**src/lcm_pkg.sv**
```systemverilog
`default_nettype none
package lcm_pkg;

  localparam int LEN_W = 6;
  localparam int SMP_W = 16;
  localparam int PROD_W = 32;
  // 32 products of Q2.30 magnitude at most 2^30 each
  localparam int ACC_W = 37;
  localparam int VAL_W = 24;
  localparam int POS_W = 6;
  localparam int CFG_AW = 2;
  localparam int FRAC_SHIFT = 15;

  localparam logic [1:0] ACT_LOAD_SIG = 2'd0;
  localparam logic [1:0] ACT_LOAD_KER = 2'd1;
  localparam logic [1:0] ACT_RUN      = 2'd2;

  localparam logic [1:0] CROP_FULL  = 2'd0;
  localparam logic [1:0] CROP_SAME  = 2'd1;
  localparam logic [1:0] CROP_VALID = 2'd2;

  localparam logic [CFG_AW-1:0] REG_SIG_LEN = 2'd0;
  localparam logic [CFG_AW-1:0] REG_KER_LEN = 2'd1;
  localparam logic [CFG_AW-1:0] REG_CROP    = 2'd2;

  typedef struct packed {
    logic [1:0]             action;
    logic signed [SMP_W-1:0] sample;
  } in_item_t;

  typedef struct packed {
    logic signed [VAL_W-1:0] value;
    logic [POS_W-1:0]        position;
    logic                    last;
    logic                    status;
  } out_item_t;

  typedef struct packed {
    logic [LEN_W-1:0] sig_len;
    logic [LEN_W-1:0] ker_len;
    logic [1:0]       crop;
  } cfg_t;

  typedef struct packed {
    logic issue;
    logic first;
    logic last;
  } mac_ctl_t;

  typedef enum logic [2:0] {
    ST_IDLE,
    ST_START,
    ST_ISSUE,
    ST_DRAIN,
    ST_PUSH
  } state_t;

endpackage
`default_nettype wire

```
**src/lcm_store.sv**
```systemverilog
`default_nettype none
module lcm_store
  import lcm_pkg::*;
#(
  parameter int DEPTH = 32,
  parameter int AW = 5
) (
  input  wire logic                    clk,
  input  wire logic                    we,
  input  wire logic [AW-1:0]           waddr,
  input  wire logic signed [SMP_W-1:0] wdata,
  input  wire logic [AW-1:0]           raddr,
  output logic signed [SMP_W-1:0]      rdata
);

  logic signed [SMP_W-1:0] mem [DEPTH];
  logic signed [SMP_W-1:0] rdata_r;

  always_ff @(posedge clk) begin
    if (we) begin
      mem[waddr] <= wdata;
    end
    rdata_r <= mem[raddr];
  end

  assign rdata = rdata_r;

endmodule
`default_nettype wire

```
**src/lcm_mac.sv**
```systemverilog
`default_nettype none
module lcm_mac
  import lcm_pkg::*;
(
  input  wire logic                    clk,
  input  wire logic                    rst_n,
  input  wire mac_ctl_t                ctl,
  input  wire logic signed [SMP_W-1:0] sig_q,
  input  wire logic signed [SMP_W-1:0] ker_q,
  output logic                         done,
  output logic signed [VAL_W-1:0]      value
);

  // stage 1 lines up with the memory read data, stage 2 with the product
  logic v1_r, f1_r, l1_r;
  logic v2_r, f2_r, l2_r;
  logic done_r;
  logic signed [PROD_W-1:0] prod_r;
  logic signed [ACC_W-1:0]  acc_r;
  logic signed [ACC_W-1:0]  rnd;
  logic signed [ACC_W-1:0]  shifted;

  always_ff @(posedge clk) begin
    if (!rst_n) begin
      v1_r   <= 1'b0;
      f1_r   <= 1'b0;
      l1_r   <= 1'b0;
      v2_r   <= 1'b0;
      f2_r   <= 1'b0;
      l2_r   <= 1'b0;
      done_r <= 1'b0;
    end else begin
      v1_r   <= ctl.issue;
      f1_r   <= ctl.first;
      l1_r   <= ctl.last;
      v2_r   <= v1_r;
      f2_r   <= f1_r;
      l2_r   <= l1_r;
      done_r <= v2_r & l2_r;
    end
  end

  always_ff @(posedge clk) begin
    if (v1_r) begin
      prod_r <= sig_q * ker_q;
    end
    if (v2_r) begin
      if (f2_r) begin
        acc_r <= ACC_W'(prod_r);
      end else begin
        acc_r <= acc_r + ACC_W'(prod_r);
      end
    end
  end

  // round half up: add half an lsb, then floor shift
  assign rnd     = acc_r + ACC_W'(1 <<< (FRAC_SHIFT - 1));
  assign shifted = rnd >>> FRAC_SHIFT;
  assign value   = shifted[VAL_W-1:0];
  assign done    = done_r;

endmodule
`default_nettype wire

```
**src/lcm_ctrl.sv**
```systemverilog
`default_nettype none
module lcm_ctrl
  import lcm_pkg::*;
#(
  parameter int MAX_SIGNAL = 32,
  parameter int MAX_KERNEL = 32,
  parameter int SAW = 5,
  parameter int KAW = 5
) (
  input  wire logic                    clk,
  input  wire logic                    rst_n,
  input  wire logic                    in_valid,
  input  wire logic [1:0]              in_action,
  output logic                         in_stall,
  input  wire cfg_t                    cfg,
  output logic [SAW-1:0]               sig_raddr,
  output logic [KAW-1:0]               ker_raddr,
  output mac_ctl_t                     mac_ctl,
  input  wire logic                    mac_done,
  input  wire logic signed [VAL_W-1:0] mac_value,
  output logic                         out_valid,
  input  wire logic                    out_stall,
  output out_item_t                    out_data
);

  state_t state_r, state_nxt;

  logic [LEN_W-1:0] n_r, n_nxt, m_r, m_nxt;
  logic [LEN_W-1:0] k_r, k_nxt, i_r, i_nxt, count_r, count_nxt;
  logic [SAW-1:0]   j_r, j_nxt, jhi_r, jhi_nxt;
  logic             err_r, err_nxt, first_r, first_nxt;
  logic             out_valid_r;
  out_item_t        out_data_r, out_item;
  logic             out_load;

  logic [LEN_W-1:0] n_c, m_c, m1, n1, jlo, jhi;
  logic [LEN_W:0]   kdiff;
  logic             run_req, final_item;

  always_comb begin
    if (cfg.sig_len == '0) begin
      n_c = LEN_W'(1);
    end else if (cfg.sig_len > LEN_W'(MAX_SIGNAL)) begin
      n_c = LEN_W'(MAX_SIGNAL);
    end else begin
      n_c = cfg.sig_len;
    end
    if (cfg.ker_len == '0) begin
      m_c = LEN_W'(1);
    end else if (cfg.ker_len > LEN_W'(MAX_KERNEL)) begin
      m_c = LEN_W'(MAX_KERNEL);
    end else begin
      m_c = cfg.ker_len;
    end
  end

  assign run_req    = in_valid && (in_action == ACT_RUN);
  assign final_item = err_r || (i_r == count_r - LEN_W'(1));
  assign out_load   = (state_r == ST_PUSH) && (!out_valid_r || !out_stall);

  // span of signal indices that meet a kernel tap for output k
  assign m1  = m_r - LEN_W'(1);
  assign n1  = n_r - LEN_W'(1);
  assign jlo = (k_r >= m1) ? (k_r - m1) : '0;
  assign jhi = (k_r < n1) ? k_r : n1;
  assign kdiff = {1'b0, k_r} - (LEN_W + 1)'(j_r);

  // next state
  always_comb begin
    state_nxt = state_r;
    unique case (state_r)
      ST_IDLE: begin
        if (run_req) begin
          if ((cfg.crop == CROP_VALID) && (m_c > n_c)) begin
            state_nxt = ST_PUSH;
          end else begin
            state_nxt = ST_START;
          end
        end
      end
      ST_START: state_nxt = ST_ISSUE;
      ST_ISSUE: begin
        if (j_r == jhi_r) begin
          state_nxt = ST_DRAIN;
        end
      end
      ST_DRAIN: begin
        if (mac_done) begin
          state_nxt = ST_PUSH;
        end
      end
      ST_PUSH: begin
        if (out_load) begin
          state_nxt = final_item ? ST_IDLE : ST_START;
        end
      end
      default: state_nxt = ST_IDLE;
    endcase
  end

  // outputs and datapath updates
  always_comb begin
    in_stall  = 1'b1;
    mac_ctl   = '0;
    sig_raddr = j_r;
    ker_raddr = kdiff[KAW-1:0];
    n_nxt     = n_r;
    m_nxt     = m_r;
    k_nxt     = k_r;
    i_nxt     = i_r;
    count_nxt = count_r;
    j_nxt     = j_r;
    jhi_nxt   = jhi_r;
    err_nxt   = err_r;
    first_nxt = first_r;
    unique case (state_r)
      ST_IDLE: begin
        in_stall = 1'b0;
        if (run_req) begin
          n_nxt   = n_c;
          m_nxt   = m_c;
          i_nxt   = '0;
          err_nxt = 1'b0;
          unique case (cfg.crop)
            CROP_SAME: begin
              k_nxt     = (m_c - LEN_W'(1)) >> 1;
              count_nxt = n_c;
            end
            CROP_VALID: begin
              err_nxt   = (m_c > n_c);
              k_nxt     = m_c - LEN_W'(1);
              count_nxt = n_c - m_c + LEN_W'(1);
            end
            default: begin
              k_nxt     = '0;
              count_nxt = n_c + m_c - LEN_W'(1);
            end
          endcase
        end
      end
      ST_START: begin
        j_nxt     = jlo[SAW-1:0];
        jhi_nxt   = jhi[SAW-1:0];
        first_nxt = 1'b1;
      end
      ST_ISSUE: begin
        mac_ctl.issue = 1'b1;
        mac_ctl.first = first_r;
        mac_ctl.last  = (j_r == jhi_r);
        j_nxt         = j_r + SAW'(1);
        first_nxt     = 1'b0;
      end
      ST_DRAIN: begin
      end
      ST_PUSH: begin
        if (out_load && !final_item) begin
          k_nxt = k_r + LEN_W'(1);
          i_nxt = i_r + LEN_W'(1);
        end
      end
      default: begin
      end
    endcase
  end

  always_comb begin
    out_item.value    = err_r ? '0 : mac_value;
    out_item.position = err_r ? '0 : i_r;
    out_item.last     = final_item;
    out_item.status   = err_r;
  end

  always_ff @(posedge clk) begin
    if (!rst_n) begin
      state_r     <= ST_IDLE;
      out_valid_r <= 1'b0;
    end else begin
      state_r <= state_nxt;
      if (out_load) begin
        out_valid_r <= 1'b1;
      end else if (!out_stall) begin
        out_valid_r <= 1'b0;
      end
    end
  end

  always_ff @(posedge clk) begin
    n_r     <= n_nxt;
    m_r     <= m_nxt;
    k_r     <= k_nxt;
    i_r     <= i_nxt;
    count_r <= count_nxt;
    j_r     <= j_nxt;
    jhi_r   <= jhi_nxt;
    err_r   <= err_nxt;
    first_r <= first_nxt;
    if (out_load) begin
      out_data_r <= out_item;
    end
  end

  assign out_valid = out_valid_r;
  assign out_data  = out_data_r;

endmodule
`default_nettype wire

```
**src/linear_convolution_modes.sv**
```systemverilog
// Direct 1-D linear convolution of a loaded signal with a loaded kernel.
// Input channel (in_valid / in_stall / in_data): action 0 appends a Q1.15
// signal sample, action 1 appends a kernel tap, action 2 runs the convolution;
// loads beyond the store depth are dropped, action 3 does nothing.
// Configuration (cfg_we / cfg_addr / cfg_wdata): 0 signal length, 1 kernel
// length, 2 crop mode (full, same, valid); write only while idle.
// Result channel (out_valid / out_stall / out_data): one Q9.15 sample per
// cropped output position, last set on the final one; valid mode with a
// kernel longer than the signal gives one result with status set.
// Loads are taken while idle. For each emitted sample a run takes a setup step,
// issues the overlapping taps one after another (up to 32), then waits for read,
// multiply and accumulate; the single shared multiplier is fed by the two store
// read ports, and no load is taken while a run is in progress.
// Results sit in an output register; while it is full and out_stall is high,
// it holds its result and the run waits. Reset clears the fill counters and
// restores lengths of 32 and full mode; store contents are undefined until
// loaded. A run resets both fill counters but keeps the stored data.
`default_nettype none
module linear_convolution_modes
  import lcm_pkg::*;
#(
  parameter int MAX_SIGNAL = 32,
  parameter int MAX_KERNEL = 32
) (
  input  wire logic              clk,
  input  wire logic              rst_n,
  input  wire logic              in_valid,
  output logic                   in_stall,
  input  wire in_item_t          in_data,
  output logic                   out_valid,
  input  wire logic              out_stall,
  output out_item_t              out_data,
  input  wire logic              cfg_we,
  input  wire logic [CFG_AW-1:0] cfg_addr,
  input  wire logic [LEN_W-1:0]  cfg_wdata
);

  localparam int SAW = (MAX_SIGNAL > 1) ? $clog2(MAX_SIGNAL) : 1;
  localparam int KAW = (MAX_KERNEL > 1) ? $clog2(MAX_KERNEL) : 1;
  localparam int SFW = $clog2(MAX_SIGNAL + 1);
  localparam int KFW = $clog2(MAX_KERNEL + 1);

  cfg_t              cfg_r;
  logic [SFW-1:0]    sig_fill_r;
  logic [KFW-1:0]    ker_fill_r;
  logic              in_acc, sig_we, ker_we, run_acc;
  logic [SAW-1:0]    sig_raddr;
  logic [KAW-1:0]    ker_raddr;
  logic signed [SMP_W-1:0] sig_q, ker_q;
  mac_ctl_t          mac_ctl;
  logic              mac_done;
  logic signed [VAL_W-1:0] mac_value;

  assign in_acc  = in_valid && !in_stall;
  assign sig_we  = in_acc && (in_data.action == ACT_LOAD_SIG) &&
                   (sig_fill_r < SFW'(MAX_SIGNAL));
  assign ker_we  = in_acc && (in_data.action == ACT_LOAD_KER) &&
                   (ker_fill_r < KFW'(MAX_KERNEL));
  assign run_acc = in_acc && (in_data.action == ACT_RUN);

  always_ff @(posedge clk) begin
    if (!rst_n) begin
      cfg_r.sig_len <= LEN_W'(32);
      cfg_r.ker_len <= LEN_W'(32);
      cfg_r.crop    <= CROP_FULL;
      sig_fill_r    <= '0;
      ker_fill_r    <= '0;
    end else begin
      if (cfg_we) begin
        unique case (cfg_addr)
          REG_SIG_LEN: cfg_r.sig_len <= cfg_wdata;
          REG_KER_LEN: cfg_r.ker_len <= cfg_wdata;
          REG_CROP:    cfg_r.crop    <= cfg_wdata[1:0];
          default: begin
          end
        endcase
      end
      if (run_acc) begin
        sig_fill_r <= '0;
        ker_fill_r <= '0;
      end else begin
        if (sig_we) begin
          sig_fill_r <= sig_fill_r + SFW'(1);
        end
        if (ker_we) begin
          ker_fill_r <= ker_fill_r + KFW'(1);
        end
      end
    end
  end

  lcm_store #(
    .DEPTH(MAX_SIGNAL),
    .AW   (SAW)
  ) u_sig_store (
    .clk  (clk),
    .we   (sig_we),
    .waddr(sig_fill_r[SAW-1:0]),
    .wdata(in_data.sample),
    .raddr(sig_raddr),
    .rdata(sig_q)
  );

  lcm_store #(
    .DEPTH(MAX_KERNEL),
    .AW   (KAW)
  ) u_ker_store (
    .clk  (clk),
    .we   (ker_we),
    .waddr(ker_fill_r[KAW-1:0]),
    .wdata(in_data.sample),
    .raddr(ker_raddr),
    .rdata(ker_q)
  );

  lcm_mac u_mac (
    .clk  (clk),
    .rst_n(rst_n),
    .ctl  (mac_ctl),
    .sig_q(sig_q),
    .ker_q(ker_q),
    .done (mac_done),
    .value(mac_value)
  );

  lcm_ctrl #(
    .MAX_SIGNAL(MAX_SIGNAL),
    .MAX_KERNEL(MAX_KERNEL),
    .SAW       (SAW),
    .KAW       (KAW)
  ) u_ctrl (
    .clk      (clk),
    .rst_n    (rst_n),
    .in_valid (in_valid),
    .in_action(in_data.action),
    .in_stall (in_stall),
    .cfg      (cfg_r),
    .sig_raddr(sig_raddr),
    .ker_raddr(ker_raddr),
    .mac_ctl  (mac_ctl),
    .mac_done (mac_done),
    .mac_value(mac_value),
    .out_valid(out_valid),
    .out_stall(out_stall),
    .out_data (out_data)
  );

endmodule
`default_nettype wire
```
**config.mk**
```make
export PLATFORM = sky130hd
export DESIGN_NAME = linear_convolution_modes
export DESIGN_NICKNAME = d
export VERILOG_FILES = /design/src/lcm_pkg.sv /design/src/lcm_store.sv /design/src/lcm_mac.sv /design/src/lcm_ctrl.sv /design/src/linear_convolution_modes.sv
export SDC_FILE = /design/constraint.sdc
export NUM_CORES = 2
export LEC_CHECK = 0
export BUFFER_PORTS_ARGS = -buffer_cell sky130_fd_sc_hd__buf_4
export CAP_MARGIN = 20
export CORE_MARGIN = 3
export CORE_UTILIZATION = 45
export CTS_BUF_LIST = sky130_fd_sc_hd__clkbuf_4 sky130_fd_sc_hd__clkbuf_8
export DETAILED_ROUTE_END_ITERATION = 7
export PLACE_DENSITY = 0.67
export RECOVER_POWER = 100
export SYNTH_ARGS = -nofsm -noshare
export SYNTH_HDL_FRONTEND = slang
export SYNTH_SLANG_ARGS = --single-unit
export TNS_END_PERCENT = 20
```
**constraint.sdc**
```tcl
create_clock -name clk -period 6.75 [get_ports clk]
set_input_delay 1.35 -clock clk [delete_from_list [all_inputs] [get_ports clk]]
set_output_delay 1.35 -clock clk [all_outputs]
set_load 0.01 [all_outputs]
```
==> metrics.cfg <==
[synth]
async_flop_share_pct=0
syn_avg_cell_area_um2=16.4
seq_area_frac_synth_pct=60.7
ys_warn_count=0
ys_ff_latch=1234
syn_area_um2=60000
synth_edf_count=1165
syn_inst=3656
synthFlopType=edfxtp_1
synth.net_count=4128
ys_types=72

[timing]
fin_hold_ws_ns=0.434
tns_ns=0
fmax_mhz=155
setup_violations=0
rsz0062_at_grt=true
min_period_ns=6.47
hold_viol=0
fin_skew_ns=0.0679
worst_pin_slew_ns=4.26
post-route-period-util_pct=95.8
slew_violations=1362
max_slew_margin_pct=-184

[drt]
ant_nets=0
drc_errors=0
routed_via_density=5.39
drtPass1Iterations=8
routed_wl_um=127000
post_drt_wl_per_cell_um=22.0
num_vias=31300
drt-initial-drc-count=2510

[job]
cap_violations=25

[setup_path]
critPathKind=reg -> reg
cp_max_fo=16
cp-start-kind=flop
critPathArrivalTime_ns=7.06
end_kind=flop
worstPathRequired_ns=7.34

[floorplanning]
pin_count=65
die_w_um=371
row_count=133
dieArea_um2=138000
core_um2=132000
start_util_pct=45.4
die_h_um=371

[placement]
numPortBuffers=64
place_inst=5441
gp_congestion=0.865
dpl.hpwl_um=79300

[layout]
fin_cells=5797
fill_cells=10900
nets=4353
syn_to_final_growth_pct=10.8
fin_util_pct=50.4
drive_above_1_share_pct=18.4

[cts]
cts_root_buf=clkbuf_8
htree_num_levels=4
cts_sinks=1234
cts_setup_buffers=0
clock_path_buffers=3
hold_buffers=0
ctsResizeCount=0
clk_latency_ns=0.91
cts_tree=yes
cts.clk_slew.worst_paths_ns=0.06
numCtsBuffers=192

[status]
status=complete, but fails checks
violations=capacitance limit, slew limit

[global_routing]
grt_pass1_wl_um=196000
grt_pass1_vias=32400
grt_max_degree=103
grt-ovfl-total=0
antenna_found_initial=5
grt_util_all_layers_pct=18.8

[worst_hold_path]
hold_path_class=reg -> reg

==> registers in the layout (all words and copies together) (netlist names), 5 cells and up <==
name and flops:
u_ker_store.mem 512, u_sig_store.mem 512, u_mac.acc_r 37, u_mac.prod_r 32
u_ctrl.out_data 30, u_ker_store.rdata 16, u_sig_store.rdata 16, cfg_r 14
ker_fill_r 6, sig_fill_r 6, u_ctrl.count_r 6, u_ctrl.i_r 6
u_ctrl.k_r 6, u_ctrl.m_r 6, u_ctrl.n_r 6, u_ctrl.jhi_r 5
u_ctrl.sig_raddr 5
==> area by class of cell <==
type | instances | area [um2] | share of cell area (%)
antenna | 5 | 12.5 | 0.0188
clock buffer | 279 | 3360 | 5.05
clock inverter | 71 | 561 | 0.844
inverter | 362 | 1360 | 2.05
multi-input combinational | 1917 | 21700 | 32.7
sequential | 1234 | 36400 | 54.8
tap | 1755 | 2200 | 3.30
timing repair buffer | 174 | 873 | 1.31
==> final timing paths <==
path,startpoint,end,slack [ns],cells past startpoint
worst max-delay path,u_sig_store.rdata[4]$_DFF_P_,u_mac.prod_r[31]$_DFFE_PP_,0.28,20
worst min-delay path,u_mac.l1_r$_SDFF_PN0_,u_mac.l2_r$_SDFF_PN0_,0.43,1
worst max register to register,u_sig_store.rdata[4]$_DFF_P_,u_mac.prod_r[31]$_DFFE_PP_,0.28,20
worst min register to register,u_mac.l1_r$_SDFF_PN0_,u_mac.l2_r$_SDFF_PN0_,0.43,1
==> stage by stage <==
step           area [um2]  setup WS (ns)
2_1_floorplan       60000          0.516
3_3_place_gp        63000          0.308
3_5_place_dp        63000          0.198
4_1_cts             66900          0.190
5_1_grt             66400       -0.00406
6_report            66400          0.282
==> logic make-up (layout without fill, tap and decap cells) <==
family / count (synthesis) / in the layout / share of synthesized area [%]
muxes: 375 / 375 / 13.0
and+or+nand+nor: 667 / 667 / 5.45
xor gates and xnor gates: 141 / 141 / 2.06
buffers and inverters: 505 / 886 / 3.20
AOI/OAI and AO/OA: 293 / 293 / 3.07
DFF: 1234 / 1234 / 60.7
adders and majority gates: 441 / 441 / 12.6
other: 0 / 5 / 0
==> cells in the mapped netlist, types with 14 or more instances <==
library cell / count / area share [%]
a21o_1: 31 / 0.39
a21oi_1: 85 / 0.71
and2_1: 132 / 1.4
buf_1: 26 / 0.16
clkbuf_1: 104 / 0.65
dfxtp_1: 69 / 2.3
edfxtp_1: 1165 / 58
fa_1: 268 / 8.9
ha_1: 173 / 3.6
inv_1: 361 / 2.3
mux2_2: 35 / 0.66
mux2i_1: 20 / 0.33
mux4_2: 320 / 12
nand2_1: 223 / 1.4
nand2b_1: 20 / 0.21
nand3_1: 27 / 0.23
nor2_1: 145 / 0.91
nor2b_1: 29 / 0.30
nor3_1: 16 / 0.13
o21ai_0: 85 / 0.71
or3_1: 14 / 0.15
xnor2_1: 82 / 1.2
xor2_1: 59 / 0.86
==> cells in the final DEF (no fill, tap or decap), types with 12 or more instances in the layout <==
cell / count
dfxtp_1: 54
and3_1: 12
nand2b_1: 20
mux4_2: 320
clkbuf_4: 78
fa_1: 268
xor2_1: 59
clkinv_1: 36
dfxtp_2: 15
nor2b_1: 29
nor2_1: 145
a21o_1: 31
or3_1: 14
nor3_1: 16
a21oi_1: 85
nand2_1: 223
inv_1: 361
mux2_1: 19
o21ai_0: 86
edfxtp_1: 1165
buf_4: 44
clkbuf_8: 202
clkinv_2: 15
xnor2_1: 79
and2_1: 126
a31oi_1: 12
nand3_1: 27
mux2_2: 16
mux2i_1: 20
ha_1: 173
clkbuf_1: 124
==> routing by layer <==
| layer | wire length, um | part of all wire, % | global-route usage, % | vias up |
|---|---|---|---|---|
| li1 | - | - | - | 14000 |
| met1 | 55000 | 43 | 26.4 | 16100 |
| met2 | 61600 | 48 | 30.2 | 969 |
| met3 | 8080 | 6.3 | 3.60 | 186 |
| met4 | 2700 | 2.1 | 5.64 | 0 |
| met5 | 0 | 0 | 0 | - |
==> critical path, stage by stage, from the launching register on <==
cell,delay (ns)
dfxtp_1,0.77
nand2_1,0.15
fa_1,0.51
inv_1,0.05
fa_1,0.55
fa_1,0.43
fa_1,0.48
fa_1,0.50
inv_1,0.05
fa_1,0.47
inv_1,0.04
ha_1,0.33
a21oi_1,0.15
o21ai_0,0.14
a21o_1,0.20
a221o_2,0.38
o221a_4,0.25
o41ai_4,0.27
o2111ai_1,0.17
a21oi_1,0.19
xnor2_1,0.09
Power is left out: the tool's default activity adds up to more than one toggle a clock period on the data nets, which glitch-free logic cannot reach.
